===== src/sv/fndp_pkg.sv =====
`default_nettype none

package fndp_pkg;

   localparam int DIVIDER_CHOICES_DEF = 9;

   localparam int PFD_W    = 28;
   localparam int TARGET_W = 33;
   localparam int VCO_W    = 34;
   localparam int DVD_W    = 48;
   localparam int STEP_W   = 6;
   localparam int CSR_AW   = 2;
   localparam int CSR_DW   = 32;

   localparam logic [CSR_AW-1:0] CSR_PFD_ADDR = 2'd0;

   localparam logic [TARGET_W-1:0] TARGET_MIN   = 33'd12500000;
   localparam logic [TARGET_W-1:0] TARGET_MAX   = 33'd6400000000;
   localparam logic [VCO_W-1:0]    VCO_MIN      = 34'd3200000000;
   localparam logic [VCO_W-1:0]    VCO_MAX      = 34'd6400000000;
   localparam logic [VCO_W-1:0]    VCO_DLY_EDGE = 34'd4000000000;
   localparam logic [19:0]         FRAC_DEN     = 20'd1000000;
   localparam logic [TARGET_W-1:0] N_MIN_LOW    = 33'd26;
   localparam logic [TARGET_W-1:0] N_MIN_HIGH   = 33'd30;
   localparam logic [TARGET_W-1:0] N_LIMIT      = 33'd524287;

   localparam logic [STEP_W-1:0] STEPS_N    = 6'd33;
   localparam logic [STEP_W-1:0] STEPS_FRAC = 6'd48;

   localparam logic [2:0] ST_OK       = 3'd0;
   localparam logic [2:0] ST_RANGE    = 3'd1;
   localparam logic [2:0] ST_PFD_UNSET = 3'd2;
   localparam logic [2:0] ST_NO_FIT   = 3'd3;
   localparam logic [2:0] ST_N_OVF    = 3'd4;

   localparam logic [1:0] DLY_LOW  = 2'd1;
   localparam logic [1:0] DLY_HIGH = 2'd2;

   typedef enum logic [2:0] {
      S_IDLE,
      S_CHECK,
      S_SCAN,
      S_DIVIDE,
      S_EVAL,
      S_FINISH,
      S_HOLD
   } state_type;

   typedef struct packed {
      logic [2:0]  status;
      logic        divider_bypass;
      logic [3:0]  divider_code;
      logic [18:0] n_integer;
      logic [19:0] n_numerator;
      logic [1:0]  pfd_delay_select;
   } res_type;

   function automatic logic [3:0] div_code(input logic [3:0] idx);
      logic [3:0] code;
      unique case (idx)
         4'd2:    code = 4'd1;
         4'd3:    code = 4'd3;
         4'd4:    code = 4'd5;
         4'd5:    code = 4'd7;
         4'd6:    code = 4'd9;
         4'd7:    code = 4'd12;
         4'd8:    code = 4'd14;
         default: code = 4'd0;
      endcase
      return code;
   endfunction

endpackage

`default_nettype wire


===== src/sv/fndp_if.sv =====
`default_nettype none

interface fndp_req_if;
   logic        valid;
   logic        ready;
   logic [32:0] target_freq_hz;

   modport source (output valid, output target_freq_hz, input ready);
   modport sink (input valid, input target_freq_hz, output ready);
endinterface

interface fndp_rsp_if;
   logic        valid;
   logic        ready;
   logic [2:0]  status;
   logic        divider_bypass;
   logic [3:0]  divider_code;
   logic [18:0] n_integer;
   logic [19:0] n_numerator;
   logic [1:0]  pfd_delay_select;

   modport source (output valid, output status, output divider_bypass, output divider_code,
                   output n_integer, output n_numerator, output pfd_delay_select,
                   input ready);
   modport sink (input valid, input status, input divider_bypass, input divider_code,
                 input n_integer, input n_numerator, input pfd_delay_select,
                 output ready);
endinterface

`default_nettype wire


===== src/sv/fractional_n_divider_planner.sv =====
// The longest plan tries two in-range dividers, each with a 33-step quotient, plus a
//   48-step fraction.
// One item at a time: the input port opens only when idle, and the shared restoring divider
//   (one bit a cycle) works on one plan's quotients and fraction until its result is out.
// A finished result sits in the output register while the next beat is accepted.
// Reset: synchronous, active high; clears the sequencer, the output valid and pfd to zero.
`default_nettype none

module fractional_n_divider_planner
   import fndp_pkg::*;
#(
   parameter int DIVIDER_CHOICES = DIVIDER_CHOICES_DEF
) (
   input  wire logic              clock,
   input  wire logic              reset,
   fndp_req_if.sink               req_bus,
   fndp_rsp_if.source             rsp_bus,
   input  wire logic              psel,
   input  wire logic              penable,
   input  wire logic              pwrite,
   input  wire logic [CSR_AW-1:0] paddr,
   input  wire logic [CSR_DW-1:0] pwdata,
   output logic      [CSR_DW-1:0] prdata,
   output logic                   pready
);

   localparam int DivCount = (DIVIDER_CHOICES < 1) ? 1 :
                             (DIVIDER_CHOICES > 9) ? 9 : DIVIDER_CHOICES;
   localparam int IW = $clog2(DivCount + 1);

   state_type state_ff, state_in;

   logic [PFD_W-1:0]  pfd_ff, pfd_in;
   logic [VCO_W-1:0]  vco_ff, vco_in;
   logic [IW-1:0]     idx_ff, idx_in;
   logic [DVD_W-1:0]  dvd_ff, dvd_in;
   logic [PFD_W-1:0]  rem_ff, rem_in;
   logic [STEP_W-1:0] step_ff, step_in;
   logic              frac_ff, frac_in;
   res_type           res_ff, res_in;
   res_type           out_ff, out_in;
   logic              out_valid_ff, out_valid_in;

   logic              req_take;
   logic              csr_wr;
   logic              bad_range;
   logic              scan_end;
   logic [PFD_W:0]    trial;
   logic [PFD_W:0]    diff;
   logic              ge;
   logic [TARGET_W-1:0] n_quo;
   logic [TARGET_W-1:0] n_min;
   logic              low_vco;
   logic [DVD_W-1:0]  prod;

   assign pready   = 1'b1;
   assign csr_wr   = psel && penable && pwrite && (paddr == CSR_PFD_ADDR);
   assign prdata   = (paddr == CSR_PFD_ADDR) ? CSR_DW'(pfd_ff) : '0;
   assign req_bus.ready = (state_ff == S_IDLE);
   assign req_take = req_bus.valid && req_bus.ready;

   assign bad_range = (vco_ff[TARGET_W-1:0] < TARGET_MIN) || (vco_ff > VCO_W'(TARGET_MAX));
   // vco only grows with the divider, so once past the top no later divider fits
   assign scan_end  = (idx_ff == IW'(DivCount)) || (vco_ff > VCO_MAX);

   // one restoring division step
   assign trial = {rem_ff, dvd_ff[DVD_W-1]};
   assign ge    = trial >= {1'b0, pfd_ff};
   assign diff  = trial - {1'b0, pfd_ff};

   assign n_quo   = dvd_ff[TARGET_W-1:0];
   assign low_vco = vco_ff < VCO_DLY_EDGE;
   assign n_min   = low_vco ? N_MIN_LOW : N_MIN_HIGH;
   assign prod    = rem_ff * FRAC_DEN;

   always_comb begin
      state_in = state_ff;
      unique case (state_ff)
         S_IDLE: begin
            if (req_take) state_in = S_CHECK;
         end
         S_CHECK: begin
            state_in = (bad_range || (pfd_ff == '0)) ? S_HOLD : S_SCAN;
         end
         S_SCAN: begin
            priority if (scan_end) state_in = S_HOLD;
            else if (vco_ff >= VCO_MIN) state_in = S_DIVIDE;
            else state_in = S_SCAN;
         end
         S_DIVIDE: begin
            if (step_ff == STEP_W'(1)) state_in = frac_ff ? S_FINISH : S_EVAL;
         end
         S_EVAL: begin
            priority if (n_quo < n_min) state_in = S_SCAN;
            else if (n_quo > N_LIMIT) state_in = S_HOLD;
            else state_in = S_DIVIDE;
         end
         S_FINISH: state_in = S_HOLD;
         S_HOLD: begin
            if (!out_valid_ff || rsp_bus.ready) state_in = S_IDLE;
         end
         default: state_in = S_IDLE;
      endcase
   end

   always_comb begin
      pfd_in       = csr_wr ? pwdata[PFD_W-1:0] : pfd_ff;
      vco_in       = vco_ff;
      idx_in       = idx_ff;
      dvd_in       = dvd_ff;
      rem_in       = rem_ff;
      step_in      = step_ff;
      frac_in      = frac_ff;
      res_in       = res_ff;
      out_in       = out_ff;
      out_valid_in = out_valid_ff;

      if (out_valid_ff && rsp_bus.ready) out_valid_in = 1'b0;

      unique case (state_ff)
         S_IDLE: begin
            if (req_take) begin
               vco_in = VCO_W'(req_bus.target_freq_hz);
               idx_in = '0;
            end
         end
         S_CHECK: begin
            res_in = '0;
            priority if (bad_range) res_in.status = ST_RANGE;
            else if (pfd_ff == '0) res_in.status = ST_PFD_UNSET;
            else res_in.status = ST_NO_FIT;
         end
         S_SCAN: begin
            if (!scan_end) begin
               if (vco_ff >= VCO_MIN) begin
                  // quotient bits collect at the bottom as the dividend leaves the top
                  dvd_in  = {vco_ff[TARGET_W-1:0], (DVD_W - TARGET_W)'(0)};
                  rem_in  = '0;
                  step_in = STEPS_N;
                  frac_in = 1'b0;
               end else begin
                  vco_in = {vco_ff[VCO_W-2:0], 1'b0};
                  idx_in = idx_ff + IW'(1);
               end
            end
         end
         S_DIVIDE: begin
            dvd_in  = {dvd_ff[DVD_W-2:0], ge};
            rem_in  = ge ? diff[PFD_W-1:0] : trial[PFD_W-1:0];
            step_in = step_ff - STEP_W'(1);
         end
         S_EVAL: begin
            priority if (n_quo < n_min) begin
               vco_in = {vco_ff[VCO_W-2:0], 1'b0};
               idx_in = idx_ff + IW'(1);
            end else if (n_quo > N_LIMIT) begin
               res_in        = '0;
               res_in.status = ST_N_OVF;
            end else begin
               res_in.status           = ST_OK;
               res_in.divider_bypass   = (idx_ff == '0);
               res_in.divider_code     = div_code(4'(idx_ff));
               res_in.n_integer        = n_quo[18:0];
               res_in.n_numerator      = '0;
               res_in.pfd_delay_select = low_vco ? DLY_LOW : DLY_HIGH;
               dvd_in  = prod;
               rem_in  = '0;
               step_in = STEPS_FRAC;
               frac_in = 1'b1;
            end
         end
         S_FINISH: begin
            res_in.n_numerator = dvd_ff[19:0];
         end
         S_HOLD: begin
            if (!out_valid_ff || rsp_bus.ready) begin
               out_in       = res_ff;
               out_valid_in = 1'b1;
            end
         end
         default: ;
      endcase
   end

   always_ff @(posedge clock) begin
      if (reset) begin
         state_ff     <= S_IDLE;
         pfd_ff       <= '0;
         out_valid_ff <= 1'b0;
      end else begin
         state_ff     <= state_in;
         pfd_ff       <= pfd_in;
         out_valid_ff <= out_valid_in;
      end
   end

   always_ff @(posedge clock) begin
      vco_ff  <= vco_in;
      idx_ff  <= idx_in;
      dvd_ff  <= dvd_in;
      rem_ff  <= rem_in;
      step_ff <= step_in;
      frac_ff <= frac_in;
      res_ff  <= res_in;
      out_ff  <= out_in;
   end

   assign rsp_bus.valid            = out_valid_ff;
   assign rsp_bus.status           = out_ff.status;
   assign rsp_bus.divider_bypass   = out_ff.divider_bypass;
   assign rsp_bus.divider_code     = out_ff.divider_code;
   assign rsp_bus.n_integer        = out_ff.n_integer;
   assign rsp_bus.n_numerator      = out_ff.n_numerator;
   assign rsp_bus.pfd_delay_select = out_ff.pfd_delay_select;

endmodule

`default_nettype wire


===== src/flat_wrapper.sv =====
// flat-port wrapper written by rule: the top's interface ports become plain ports
module fractional_n_divider_planner_flat import fndp_pkg::*;
#(
   parameter int DIVIDER_CHOICES = DIVIDER_CHOICES_DEF
)
  (clock, reset, psel, penable, pwrite, paddr, pwdata, prdata, pready, req_bus_valid, req_bus_target_freq_hz, req_bus_ready, rsp_bus_valid, rsp_bus_status, rsp_bus_divider_bypass, rsp_bus_divider_code, rsp_bus_n_integer, rsp_bus_n_numerator, rsp_bus_pfd_delay_select, rsp_bus_ready);
  fndp_req_if req_bus_i ();
  fndp_rsp_if rsp_bus_i ();
  input  wire logic clock;
  input  wire logic reset;
  input  wire logic psel;
  input  wire logic penable;
  input  wire logic pwrite;
  input  wire logic [CSR_AW-1:0] paddr;
  input  wire logic [CSR_DW-1:0] pwdata;
  output logic      [CSR_DW-1:0] prdata;
  output logic pready;
  input wire logic [$bits(req_bus_i.valid)-1:0] req_bus_valid;
  input wire logic [$bits(req_bus_i.target_freq_hz)-1:0] req_bus_target_freq_hz;
  output wire logic [$bits(req_bus_i.ready)-1:0] req_bus_ready;
  output wire logic [$bits(rsp_bus_i.valid)-1:0] rsp_bus_valid;
  output wire logic [$bits(rsp_bus_i.status)-1:0] rsp_bus_status;
  output wire logic [$bits(rsp_bus_i.divider_bypass)-1:0] rsp_bus_divider_bypass;
  output wire logic [$bits(rsp_bus_i.divider_code)-1:0] rsp_bus_divider_code;
  output wire logic [$bits(rsp_bus_i.n_integer)-1:0] rsp_bus_n_integer;
  output wire logic [$bits(rsp_bus_i.n_numerator)-1:0] rsp_bus_n_numerator;
  output wire logic [$bits(rsp_bus_i.pfd_delay_select)-1:0] rsp_bus_pfd_delay_select;
  input wire logic [$bits(rsp_bus_i.ready)-1:0] rsp_bus_ready;
  assign req_bus_i.valid = req_bus_valid;
  assign req_bus_i.target_freq_hz = req_bus_target_freq_hz;
  assign req_bus_ready = req_bus_i.ready;
  assign rsp_bus_valid = rsp_bus_i.valid;
  assign rsp_bus_status = rsp_bus_i.status;
  assign rsp_bus_divider_bypass = rsp_bus_i.divider_bypass;
  assign rsp_bus_divider_code = rsp_bus_i.divider_code;
  assign rsp_bus_n_integer = rsp_bus_i.n_integer;
  assign rsp_bus_n_numerator = rsp_bus_i.n_numerator;
  assign rsp_bus_pfd_delay_select = rsp_bus_i.pfd_delay_select;
  assign rsp_bus_i.ready = rsp_bus_ready;
  fractional_n_divider_planner #(.DIVIDER_CHOICES(DIVIDER_CHOICES)) u_core (.clock(clock), .reset(reset), .req_bus(req_bus_i), .rsp_bus(rsp_bus_i), .psel(psel), .penable(penable), .pwrite(pwrite), .paddr(paddr), .pwdata(pwdata), .prdata(prdata), .pready(pready));
endmodule

===== config.mk =====
export PLATFORM = sky130hd
export DESIGN_NAME = fractional_n_divider_planner_flat
export DESIGN_NICKNAME = d
export VERILOG_FILES = /design/src/sv/fndp_pkg.sv /design/src/sv/fndp_if.sv /design/src/sv/fractional_n_divider_planner.sv /design/src/flat_wrapper.sv
export SDC_FILE = /design/constraint.sdc
export NUM_CORES = 1
export LEC_CHECK = 0
export BUFFER_PORTS_ARGS = -buffer_cell sky130_fd_sc_hd__buf_4
export CORE_ASPECT_RATIO = 1.4
export CORE_UTILIZATION = 66
export CTS_CLUSTER_SIZE = 24
export DETAILED_ROUTE_END_ITERATION = 7
export HOLD_SLACK_MARGIN = 0.08
export PLACE_DENSITY = 0.87
export SLEW_MARGIN = 20
export SYNTH_ARGS = -nofsm -noshare
export SYNTH_HDL_FRONTEND = slang
export SYNTH_SLANG_ARGS = --single-unit

===== constraint.sdc =====
create_clock -name clock -period 12.5 [get_ports clock]
set_clock_uncertainty 0.1 [all_clocks]
set_input_delay 2.5 -clock clock [delete_from_list [all_inputs] [get_ports clock]]
set_output_delay 2.5 -clock clock [all_outputs]
set_load 0.02 [all_outputs]

# After elaboration in Yosys (flattened, before gate mapping)

Cells that the tools add are included.

Register bits: 251
Bits in latches: 0
Output and inout bits: 84
Memory bits (read-only): 0
Bits in writable memories: 0
Memories kept: 0
Input bits: 74

Equal/unequal tests: 24
$mul: 1
$add $sub $neg: 3
Mux-type cells: 55
Order comparisons: 7
Shift-type cells: 0
Div/mod/pow operators: 0
Bitwise logic cells: 0
Reductions and logical operators: 26

Operators with widths:

| cell                                                                                   | number |
|---|---|
| 48-bit 2-to-1 mux                                                                      | 4 |
| 28-bit 2-to-1 mux                                                                      | 6 |
| 48-bit case mux with 3 select lines                                                    | 1 |
| 34-bit 2-to-1 mux                                                                      | 4 |
| 34-bit case mux with 3 select lines                                                    | 1 |
| 49-bit 2-to-1 mux                                                                      | 2 |
| 28-bit case mux with 3 select lines                                                    | 1 |
| 20-bit case mux with 3 select lines                                                    | 1 |
| 27-bit case mux with 2 select lines                                                    | 1 |
| 28-bit by 14-bit multiplier with 42-bit output (second input constant)                 | 1 |
| 34-bit by 32-bit greater-or-equal comparator with 1-bit output (second input constant) | 1 |
| 34-bit by 33-bit greater-than comparator with 1-bit output (second input constant)     | 1 |
| 34-bit by 32-bit < comparator with 1-bit output (second input constant)                | 1 |
| 33-bit by 19-bit greater-than comparator with 1-bit output (second input constant)     | 1 |
| 33-bit by 24-bit < comparator with 1-bit output (second input constant)                | 1 |
| 33-bit < comparator                                                                    | 1 |
| 29-bit by 28-bit greater-or-equal comparator with 1-bit output                         | 1 |
| 28-bit logical NOT                                                                     | 1 |
| 4-bit case mux with 7 select lines                                                     | 1 |
| 28-bit subtractor                                                                      | 1 |
| 3-bit 2-to-1 mux                                                                       | 9 |
| 6-bit 2-to-1 mux                                                                       | 4 |
| 3-bit case mux with 7 select lines                                                     | 1 |
| 6-bit case mux with 3 select lines                                                     | 1 |
| 28 further kinds                                                                       | 69 |

# Longest topological paths before layout

Gate-level depths: netlist of the first run.

Depth in word-level cells: 5
Mapped depth: 21

# Least setup slack after synthesis of the first run

No wires, ideal clock.

Path type: register to register
Start: register u_core.vco_ff[12]
End: register u_core.dvd_ff[0] (enable)
Cell stages (with the launch flop): 12
Arrival: 7.861 ns
Slack: 3.903 ns
Library setup time: 0.636 ns
Data required time: 11.764 ns
Clock period less this slack: 8.597 ns
Path through: edfxtp_1 o21ai_0 nand2_1 a31o_2 a21oi_1 o21ai_0 a32o_1 a311oi_1 ha_1 a21o_1 a311oi_1 o21ai_0

Longest elaborated chain between the ends: 5

RTL lines:

| element                                         | RTL line                            | text |
|---|---|---|
| start: declaration                              | fractional_n_divider_planner.sv:34  | `logic [VCO_W-1:0] vco_ff, vco_in;` |
| start signal: assignment                        | fractional_n_divider_planner.sv:198 | `vco_ff <= vco_in;` |
| 34-bit by 32-bit < comparator with 1-bit output | fractional_n_divider_planner.sv:72  | `assign low_vco = vco_ff < VCO_DLY_EDGE;` |
| 3-bit 2-to-1 mux                                | fractional_n_divider_planner.sv:73  | `assign n_min = low_vco ? N_MIN_LOW : N_MIN_HIGH;` |
| 33-bit < comparator                             | fractional_n_divider_planner.sv:153 | `priority if (n_quo < n_min) begin` |
| 2-bit != test (no line)                         | n/a                                 |  |
| 5-bit AND reduction (no line) (*)               | n/a                                 |  |
| end signal: assignment                          | fractional_n_divider_planner.sv:200 | `dvd_ff <= dvd_in;` |
| end: declaration                                | fractional_n_divider_planner.sv:36  | `logic [DVD_W-1:0] dvd_ff, dvd_in;` |

Every way passes the cells marked *; elsewhere a longest branch is shown, timed or not.
A chain may end at the register's enable or synchronous reset.

# Worst setup path after layout of the first run

Start: register u_core.rem_ff[5]
End: register u_core.dvd_ff[47], data pin

Longest elaborated chain between the ends: 4

RTL lines:

| element                                        | RTL line                            | text |
|---|---|---|
| start: declaration                             | fractional_n_divider_planner.sv:37  | `logic [PFD_W-1:0] rem_ff, rem_in;` |
| start signal: assignment                       | fractional_n_divider_planner.sv:201 | `rem_ff <= rem_in;` |
| 28-bit by 14-bit multiplier with 42-bit output | fractional_n_divider_planner.sv:74  | `assign prod = rem_ff * FRAC_DEN;` |
| 48-bit 2-to-1 mux                              | fractional_n_divider_planner.sv:156 | `end else if (n_quo > N_LIMIT) begin` |
| 48-bit 2-to-1 mux                              | fractional_n_divider_planner.sv:153 |  |
| 48-bit case mux with 3 select lines            | fractional_n_divider_planner.sv:120 | `unique case (state_ff)` |
| via u_core.dvd_in[47]                          | fractional_n_divider_planner.sv:36  |  |

The timed path passes the listed nets, and every way through them passes these cells. The select of a mux whose other input is x is not followed.

==> results.py, run 1 <==
metrics = {
    "status": {
        "status": "finished clean",
    },
    "setup_path": {
        "critPathMaxFanout": 7,
        "max_stage_delay_ns": 0.62,
        "start_kind": "register",
        "rrSetupSlack_ns": 6.06,
        "r2r-start": "u_core.rem_ff[5]$_SDFFCE_PP0P_",
        "arrival_ns": 6.63,
        "critPathKind": "reg -> reg",
        "worst_r2r_path_depth": 20,
        "critPathMostFrequentCell": "fa_1",
        "slowest_stage": "fa_1",
        "reg2reg_to": "u_core.dvd_ff[47]$_DFFE_PP_",
        "crit_required_ns": 12.68,
        "endpoint_kind": "register",
        "path_cells": "inv_1, fa_1, inv_1, fa_1, fa_1, fa_1, ha_1, inv_1, fa_1, inv_1, ha_1, nand2_1, nor2_1, or4b_4, a21oi_4, o2111ai_4, a31oi_4, nand2_1, mux2i_1, nand3_1",
    },
    "logic_synthesis": {
        "synth_flop_cell": "edfxtp_1",
        "synth_top_area_share": 0.358,
        "synthCells": 1720,
        "ys_warn_count": 0,
        "ys_async_sr_fraction": 0,
        "synth_area_leader_cell": "edfxtp_1",
        "synth_edf_count": 219,
        "ys_seq_area_frac": 0.393,
        "ys_ff_latch": 251,
        "syn_avg_cell_area_um2": 10.7,
        "ys_types": 72,
        "synthTopCellsByArea": "edfxtp_1 36%, fa_1 13%, ha_1 12%",
        "synthesis.area_um2": 18300,
    },
    "clock_tree": {
        "clk_pin_slew_worst_paths_ns": 0.07,
        "clk_latency_ns": 0.56,
        "htreeDepth": 1,
        "holdBufCountCts": 0,
        "post-cts-setup-buffers": 0,
        "cts_buffers": 26,
        "cts_root_buffer": "clkbuf_16",
        "cts.sinks": 251,
        "cts_tree": "done",
        "clk_path_buf_depth": 3,
        "cts.repair.resized": 0,
    },
    "drt": {
        "via_count": 13400,
        "drc": 0,
        "drtIter0Drc": 958,
        "wl_um": 41000,
        "vias_per_cell": 6.02,
        "wire_per_inst_um": 18.4,
        "final_antenna_net_count": 0,
        "drt-pass1-iter-count": 6,
    },
    "die": {
        "ios": 158,
        "die_area_um2": 28500,
        "row_count": 71,
        "die_y_um": 199,
        "die_w_um": 143,
        "fp.coreArea_um2": 27100,
        "initial_core_util": 0.677,
    },
    "final_layout": {
        "num_antenna_cells": 0,
        "area_growth_pct": 13.0,
        "regArea_um2": 7220,
        "layout-drive-gt1-share": 0.145,
        "multi_input_area_um2": 10100,
        "fin_nets": 2210,
        "nFillCells": 1686,
    },
    "job": {
        "cap_violations": 0,
    },
    "sta": {
        "hold_violations": 0,
        "post-route-min-period_ns": 6.44,
        "fin_crit_sh": 0.515,
        "slew_headroom": 0.297,
        "fmax_mhz": 155,
        "finalSetupViolCount": 0,
        "setup_tns_ns": 0,
        "rsz0062_at_grt": "no",
        "slew_viol_final": 0,
        "worst_slew_pin_slew_ns": 1.05,
    },
    "global_routing": {
        "grt-ovfl-total": 0,
        "grt_pass1_wl_um": 66600,
        "grt_start_max_net_pins": 83,
        "grt_pass1_vias": 13800,
        "antenna_found_initial": 0,
        "track_usage": 0.299,
    },
    "placement": {
        "portBuffers": 148,
        "dp_hpwl_um": 31300,
        "gp_congestion": 0.925,
    },
    "worst_hold_path": {
        "min_to": "u_core.rsp_bus.n_numerator[14]$_DFFE_PP_",
        "hp-start": "u_core.res_ff[16]$_SDFFCE_PN0P_",
        "min-delay-path-class": "reg -> reg",
        "hold_depth": 0,
    },
}
## area by class of cell
class                   instances  area share
flip-flops and latches        251       0.348
multi-input cells            1191       0.488
repair buffers                161      0.0595
well taps                     365      0.0220
inverters                     213      0.0386
clock buffers                  27      0.0316
clock inverters                21      0.0124
## worst max path at each step
stage                                              start                     endpoint  slack, ns  cells past startpoint
after floorplan              u_core.vco_ff[12]$_DFFE_PP_   u_core.dvd_ff[0]$_DFFE_PP_       3.90                     11
after global placement    u_core.rem_ff[4]$_SDFFCE_PP0P_  u_core.dvd_ff[47]$_DFFE_PP_       6.25                     20
after detailed placement  u_core.rem_ff[4]$_SDFFCE_PP0P_  u_core.dvd_ff[47]$_DFFE_PP_       6.14                     20
after CTS                 u_core.rem_ff[4]$_SDFFCE_PP0P_  u_core.dvd_ff[47]$_DFFE_PP_       6.12                     20
after global routing      u_core.rem_ff[4]$_SDFFCE_PP0P_  u_core.dvd_ff[33]$_DFFE_PP_       5.83                     20
final                     u_core.rem_ff[5]$_SDFFCE_PP0P_  u_core.dvd_ff[47]$_DFFE_PP_       6.06                     20
## metrics by stage
stage / area [um^2] / cells / hold WS [ns] / util / setup slack, ns
6_report: 20700 / 2229 / 0.320 / 0.765 / 6.06
5_1_grt: 20700 / 2229 / 0.326 / 0.765 / 5.83
4_1_cts: 20700 / 2227 / 0.321 / 0.763 / 6.12
3_5_place_dp: 19800 / 2179 / 0.305 / 0.729 / 6.14
3_3_place_gp: 19800 / 2179 / 0.301 / 0.729 / 6.25
2_1_floorplan: 18400 / 1723 / 0.300 / - / 3.90
## cell families (layout without fill, tap and decap cells)
kind of cell | after synthesis | count (layout) | synth area share
simple gates | 421 | 421 | 0.114
xor+xnor | 63 | 63 | 0.0301
other cells | 2 | 5 | 0.000409
fa+ha+maj | 292 | 292 | 0.247
buf+inv | 281 | 422 | 0.0592
compound gates | 354 | 354 | 0.123
flops | 251 | 251 | 0.393
mux | 56 | 56 | 0.0329
## cells in the final DEF, fill, tap and decap left out, types with 22 or more instances in the layout
cell         n
edfxtp_1   219
inv_1      213
ha_1       176
buf_4      159
nand2_1    125
fa_1       116
a21oi_1    113
o21ai_0     75
nor2_1      71
nor3_1      48
and2_1      48
xnor2_1     37
mux2_2      35
dfxtp_1     32
a21o_1      30
a22oi_1     29
xor2_1      26
clkbuf_16   26
nand3_1     22
## cells in the mapped netlist, drive strengths merged, types with 9 or more instances
| cell | instances |
|---|---|
| a21o | 30 |
| inv | 213 |
| nor2b | 10 |
| ha | 176 |
| mux2i | 21 |
| xor2 | 26 |
| mux2 | 35 |
| nand3 | 22 |
| nand2 | 126 |
| xnor2 | 37 |
| o31ai | 9 |
| buf | 15 |
| nor2 | 76 |
| a22oi | 29 |
| and3 | 21 |
| a21oi | 114 |
| nand2b | 11 |
| nand4 | 17 |
| o21ai | 79 |
| fa | 116 |
| dfxtp | 32 |
| a31oi | 18 |
| and2 | 49 |
| nor3 | 48 |
| edfxtp | 219 |
| nor4 | 18 |
| a211oi | 16 |
| clkbuf | 53 |
## sequential cells by signal (all words and copies together), names as in the netlist
name / flops
u_core.state_ff: 3
u_core.rsp_bus.valid: 1
u_core.vco_ff: 34
u_core.res_ff: 49
u_core.rem_ff: 28
u_core.rsp_bus.divider_bypass: 1
u_core.rsp_bus.pfd_delay_select: 2
u_core.pfd_ff: 28
u_core.rsp_bus.n_numerator: 20
u_core.frac_ff: 1
u_core.rsp_bus.divider_code: 4
u_core.rsp_bus.status: 3
u_core.rsp_bus.n_integer: 19
u_core.idx_ff: 4
u_core.dvd_ff: 48
u_core.step_ff: 6
## per-layer routing
layer / global-route usage / vias to the layer above / share of wire
met1: 0.330 / 6443 / 0.37
met4: 0.172 / 0 / 0.053
met3: 0.0324 / 127 / 0.054
met2: 0.554 / 544 / 0.52
met5: 0 / - / 0
li1: - / 6313 / -
## critical path, delay by kind of cell, from the launching register on
| kind | cells | cell delay [ns] |
|---|---|---|
| AND/OR/NAND/NOR | 5 | 1.06 |
| AO/OA/AOI/OAI | 3 | 0.66 |
| flip-flops | 1 | 0.56 |
| adder cells (fa/ha/maj) | 7 | 3.27 |
| buffers and inverters | 4 | 0.35 |
| multiplexers | 1 | 0.15 |
Power of run 1 is not shown: default switching activity piles up to over one toggle a cycle in this logic, so the estimate is an artifact.
==> inputs of run 2 (changes only) <==
--- a/config.mk
+++ b/config.mk
@@ -5,13 +5,14 @@
 export SDC_FILE = /design/constraint.sdc
 export NUM_CORES = 1
 export LEC_CHECK = 0
+export ABC_AREA = 1
 export BUFFER_PORTS_ARGS = -buffer_cell sky130_fd_sc_hd__buf_4
 export CORE_ASPECT_RATIO = 1.4
-export CORE_UTILIZATION = 66
+export CORE_UTILIZATION = 56
 export CTS_CLUSTER_SIZE = 24
 export DETAILED_ROUTE_END_ITERATION = 7
 export HOLD_SLACK_MARGIN = 0.08
-export PLACE_DENSITY = 0.87
+export PLACE_DENSITY = 0.78
 export SLEW_MARGIN = 20
 export SYNTH_ARGS = -nofsm -noshare
 export SYNTH_HDL_FRONTEND = slang
==> constraint.sdc (replaced) <==
create_clock -name clock -period 5.2 [get_ports clock]
set_clock_uncertainty 0.1 [all_clocks]
set_input_delay 1.04 -clock clock [delete_from_list [all_inputs] [get_ports clock]]
set_output_delay 1.04 -clock clock [all_outputs]
set_load 0.02 [all_outputs]
==> run 2 against run 1 <==
Against the previous run:
- critical path depth stayed put
- synthesized area is 3.3% higher
- core utilization is 5.9 points lower
- design area is 13% higher
- via count is 19% higher
- non-clock buffer count is 124 higher
- largest cell class unchanged
- the flow now finishes with violations (negative setup slack)
- sequential cell count stayed put
- hold slack worse by 0.0033 ns
- register-to-register slack worse by 6.1 ns
- setup slack worse by 6.1 ns
==> results.py, run 2 <==
metrics = {
    "status": {
        "status": "finished, violations left",
        "failed_checks": "negative setup slack",
    },
    "sta": {
        "rsz0062_at_grt": "yes",
        "post-route-min-period_ns": 5.25,
        "finalSetupViolCount": 13,
        "setup_tns_ns": -0.362,
        "hold_violations": 0,
        "slew_viol_final": 0,
        "slew_headroom": 0.439,
        "worst_slew_pin_slew_ns": 0.840,
        "fin_crit_sh": 1.01,
        "setup_ws_ns": -0.0518,
        "fmax_mhz": 190,
    },
    "worst_hold_path": {
        "hp-start": "u_core.res_ff[43]$_SDFFCE_PN0P_",
        "min_to": "u_core.rsp_bus.divider_code[2]$_DFFE_PP_",
        "hold_depth": 0,
        "min-delay-path-class": "reg -> reg",
    },
    "logic_synthesis": {
        "ys_types": 55,
        "synth_top_area_share": 0.347,
        "synthCells": 2140,
        "synth_common_cells": "387 x nand2_1, 324 x inv_1, 280 x nor2_1",
        "synth_flop_cell": "edfxtp_1",
        "ys_warn_count": 0,
        "synth_area_leader_cell": "edfxtp_1",
        "ys_seq_area_frac": 0.381,
        "ys_ff_latch": 251,
        "ys_async_sr_fraction": 0,
        "synth_most_common_cell": "nand2_1",
        "synthTopCellsByArea": "edfxtp_1 35%, fa_1 12%, ha_1 12%",
        "syn_avg_cell_area_um2": 8.86,
        "synth_edf_count": 219,
        "synthesis.area_um2": 19000,
    },
    "setup_path": {
        "r2r-start": "u_core.rem_ff[7]$_SDFFCE_PP0P_",
        "critPathKind": "reg -> reg",
        "arrival_ns": 5.45,
        "endpoint_kind": "register",
        "rrSetupSlack_ns": -0.05,
        "worst_r2r_path_depth": 20,
        "start_kind": "register",
        "critPathMostFrequentCell": "fa_1",
        "max_stage_delay_ns": 0.59,
        "slowest_stage": "fa_1",
        "reg2reg_to": "u_core.dvd_ff[41]$_DFFE_PP_",
        "crit_required_ns": 5.40,
        "path_cells": "inv_2, fa_1, inv_1, fa_1, fa_1, fa_2, ha_1, inv_1, fa_1, inv_2, ha_4, a21oi_4, o21ai_1, buf_4, a21oi_2, nor2_1, nor3_1, nand2_1, nor2_1, o21bai_1",
        "cp_top_family": "adder cells",
        "critPathBufInv": 5,
        "critPathMaxFanout": 4,
    },
    "final_layout": {
        "reg_top3": "u_core.res_ff x49, u_core.dvd_ff x48, u_core.vco_ff x34",
        "final_area_um2": 23500,
        "final_cell_mix": "345 x nand2_1, 285 x inv_1, 275 x buf_4",
        "fin_nets": 2776,
        "layout_commonest_cell": "nand2_1",
        "largest_reg_flops": 49,
        "top_register": "u_core.res_ff",
        "layout-drive-gt1-share": 0.233,
        "fin_util": 0.705,
        "num_antenna_cells": 0,
        "area_growth_pct": 24.0,
        "final_cells": 2875,
    },
    "clock_tree": {
        "clk_pin_slew_worst_paths_ns": 0.06,
        "htreeDepth": 1,
        "cts_root_buffer": "clkbuf_16",
        "cts_tree": "done",
        "clk_path_buf_depth": 3,
        "cts.sinks": 251,
        "cts_buffers": 26,
        "clk_latency_ns": 0.57,
    },
    "die": {
        "row_count": 79,
        "die_area_um2": 34600,
        "fp.coreArea_um2": 33300,
        "die_y_um": 220,
        "ios": 158,
        "initial_core_util": 0.569,
        "die_w_um": 157,
    },
    "global_routing": {
        "grt_start_max_net_pins": 57,
        "grt_busiest_layer": "met2",
        "use_met3": 0.0254,
        "grt_pass1_vias": 15800,
        "grt_pass1_wl_um": 80000,
        "grt-ovfl-total": 0,
        "antenna_found_initial": 0,
        "gr-usage-met1": 0.316,
        "track_usage": 0.302,
        "grt_util_met2": 0.578,
    },
    "job": {
        "cap_violations": 0,
    },
    "placement": {
        "gp_congestion": 0.927,
        "dp_hpwl_um": 40600,
        "portBuffers": 148,
        "placedCellCount": 2805,
        "dpl_cell_area_um2": 21300,
    },
    "drt": {
        "final_antenna_net_count": 0,
        "drt-pass1-iter-count": 5,
        "wl_um": 52700,
        "vias_per_cell": 5.58,
        "wire_per_inst_um": 18.3,
        "via_count": 16000,
        "drc": 0,
        "drtIter0Drc": 905,
    },
}
run 2: cell count changes after synthesis, sizes merged, moves of 22 or more:
cell	change
nand2	+263
nor2	+208
inv	+117
nand3	+62
o21ai	+50
and2	-47
mux2	-35
a22oi	-29
clkbuf	-27
a21o	-22
run 2: what timing repair did:
action / in CTS / in global routing
hold buffers: 0 / 0
pin swaps: 33 / 118
gates resized for setup: 130 / 173
endpoints found under the setup margin: 27 / 27
buffers inserted: 8 / 14
run 2: cells by family (layout without fill, tap and decap cells):
family / count (synthesis) / count (layout) / synth area share
AO/OA/AOI/OAI: 350 / 350 / 0.105
AND/OR/NAND/NOR: 844 / 844 / 0.186
buffers and inverters: 377 / 664 / 0.0774
flip-flops: 251 / 251 / 0.381
other: 2 / 5 / 0.000396
XOR/XNOR: 24 / 24 / 0.0111
adder cells (fa/ha/maj): 292 / 292 / 0.239
run 2: worst max path at each step:
stage,slack (ns),cells past startpoint,from,end
after floorplan,0.01,20,u_core.rem_ff[14]$_SDFFCE_PP0P_,u_core.dvd_ff[39]$_DFFE_PP_
after global placement,-0.25,20,u_core.rem_ff[14]$_SDFFCE_PP0P_,u_core.dvd_ff[39]$_DFFE_PP_
after detailed placement,-0.37,19,u_core.rem_ff[14]$_SDFFCE_PP0P_,u_core.dvd_ff[46]$_DFFE_PP_
after CTS,-0.01,21,u_core.rem_ff[13]$_SDFFCE_PP0P_,u_core.dvd_ff[46]$_DFFE_PP_
after global routing,-0.20,23,u_core.rem_ff[2]$_SDFFCE_PP0P_,u_core.dvd_ff[46]$_DFFE_PP_
final,-0.05,20,u_core.rem_ff[7]$_SDFFCE_PP0P_,u_core.dvd_ff[41]$_DFFE_PP_
run 2: final cells by class:
| class | instances | area (um^2) |
|---|---|---|
| multi-input cells | 1515 | 11400 |
| fillers | 2511 | 9810 |
| flip-flops and latches | 251 | 7220 |
| repair buffers | 285 | 2190 |
| inverters | 331 | 1250 |
| clock buffers | 35 | 694 |
| well taps | 445 | 557 |
| clock inverters | 13 | 181 |
run 2: through the flow:
stage	setup slack (ns)	hold WS [ns]
after floorplan	0.0106	0.300
after global placement	-0.251	0.302
after detailed placement	-0.366	0.305
after CTS	-0.0104	0.319
after global routing	-0.205	0.322
final	-0.0518	0.316
run 2: per-layer routing:
layer | part of all wire | vias to the layer above
met2 | 0.54 | 557
li1 | - | 7688
met3 | 0.045 | 173
met5 | 0 | -
met4 | 0.066 | 0
met1 | 0.35 | 7623
Power of run 2 is left out for the same reason.
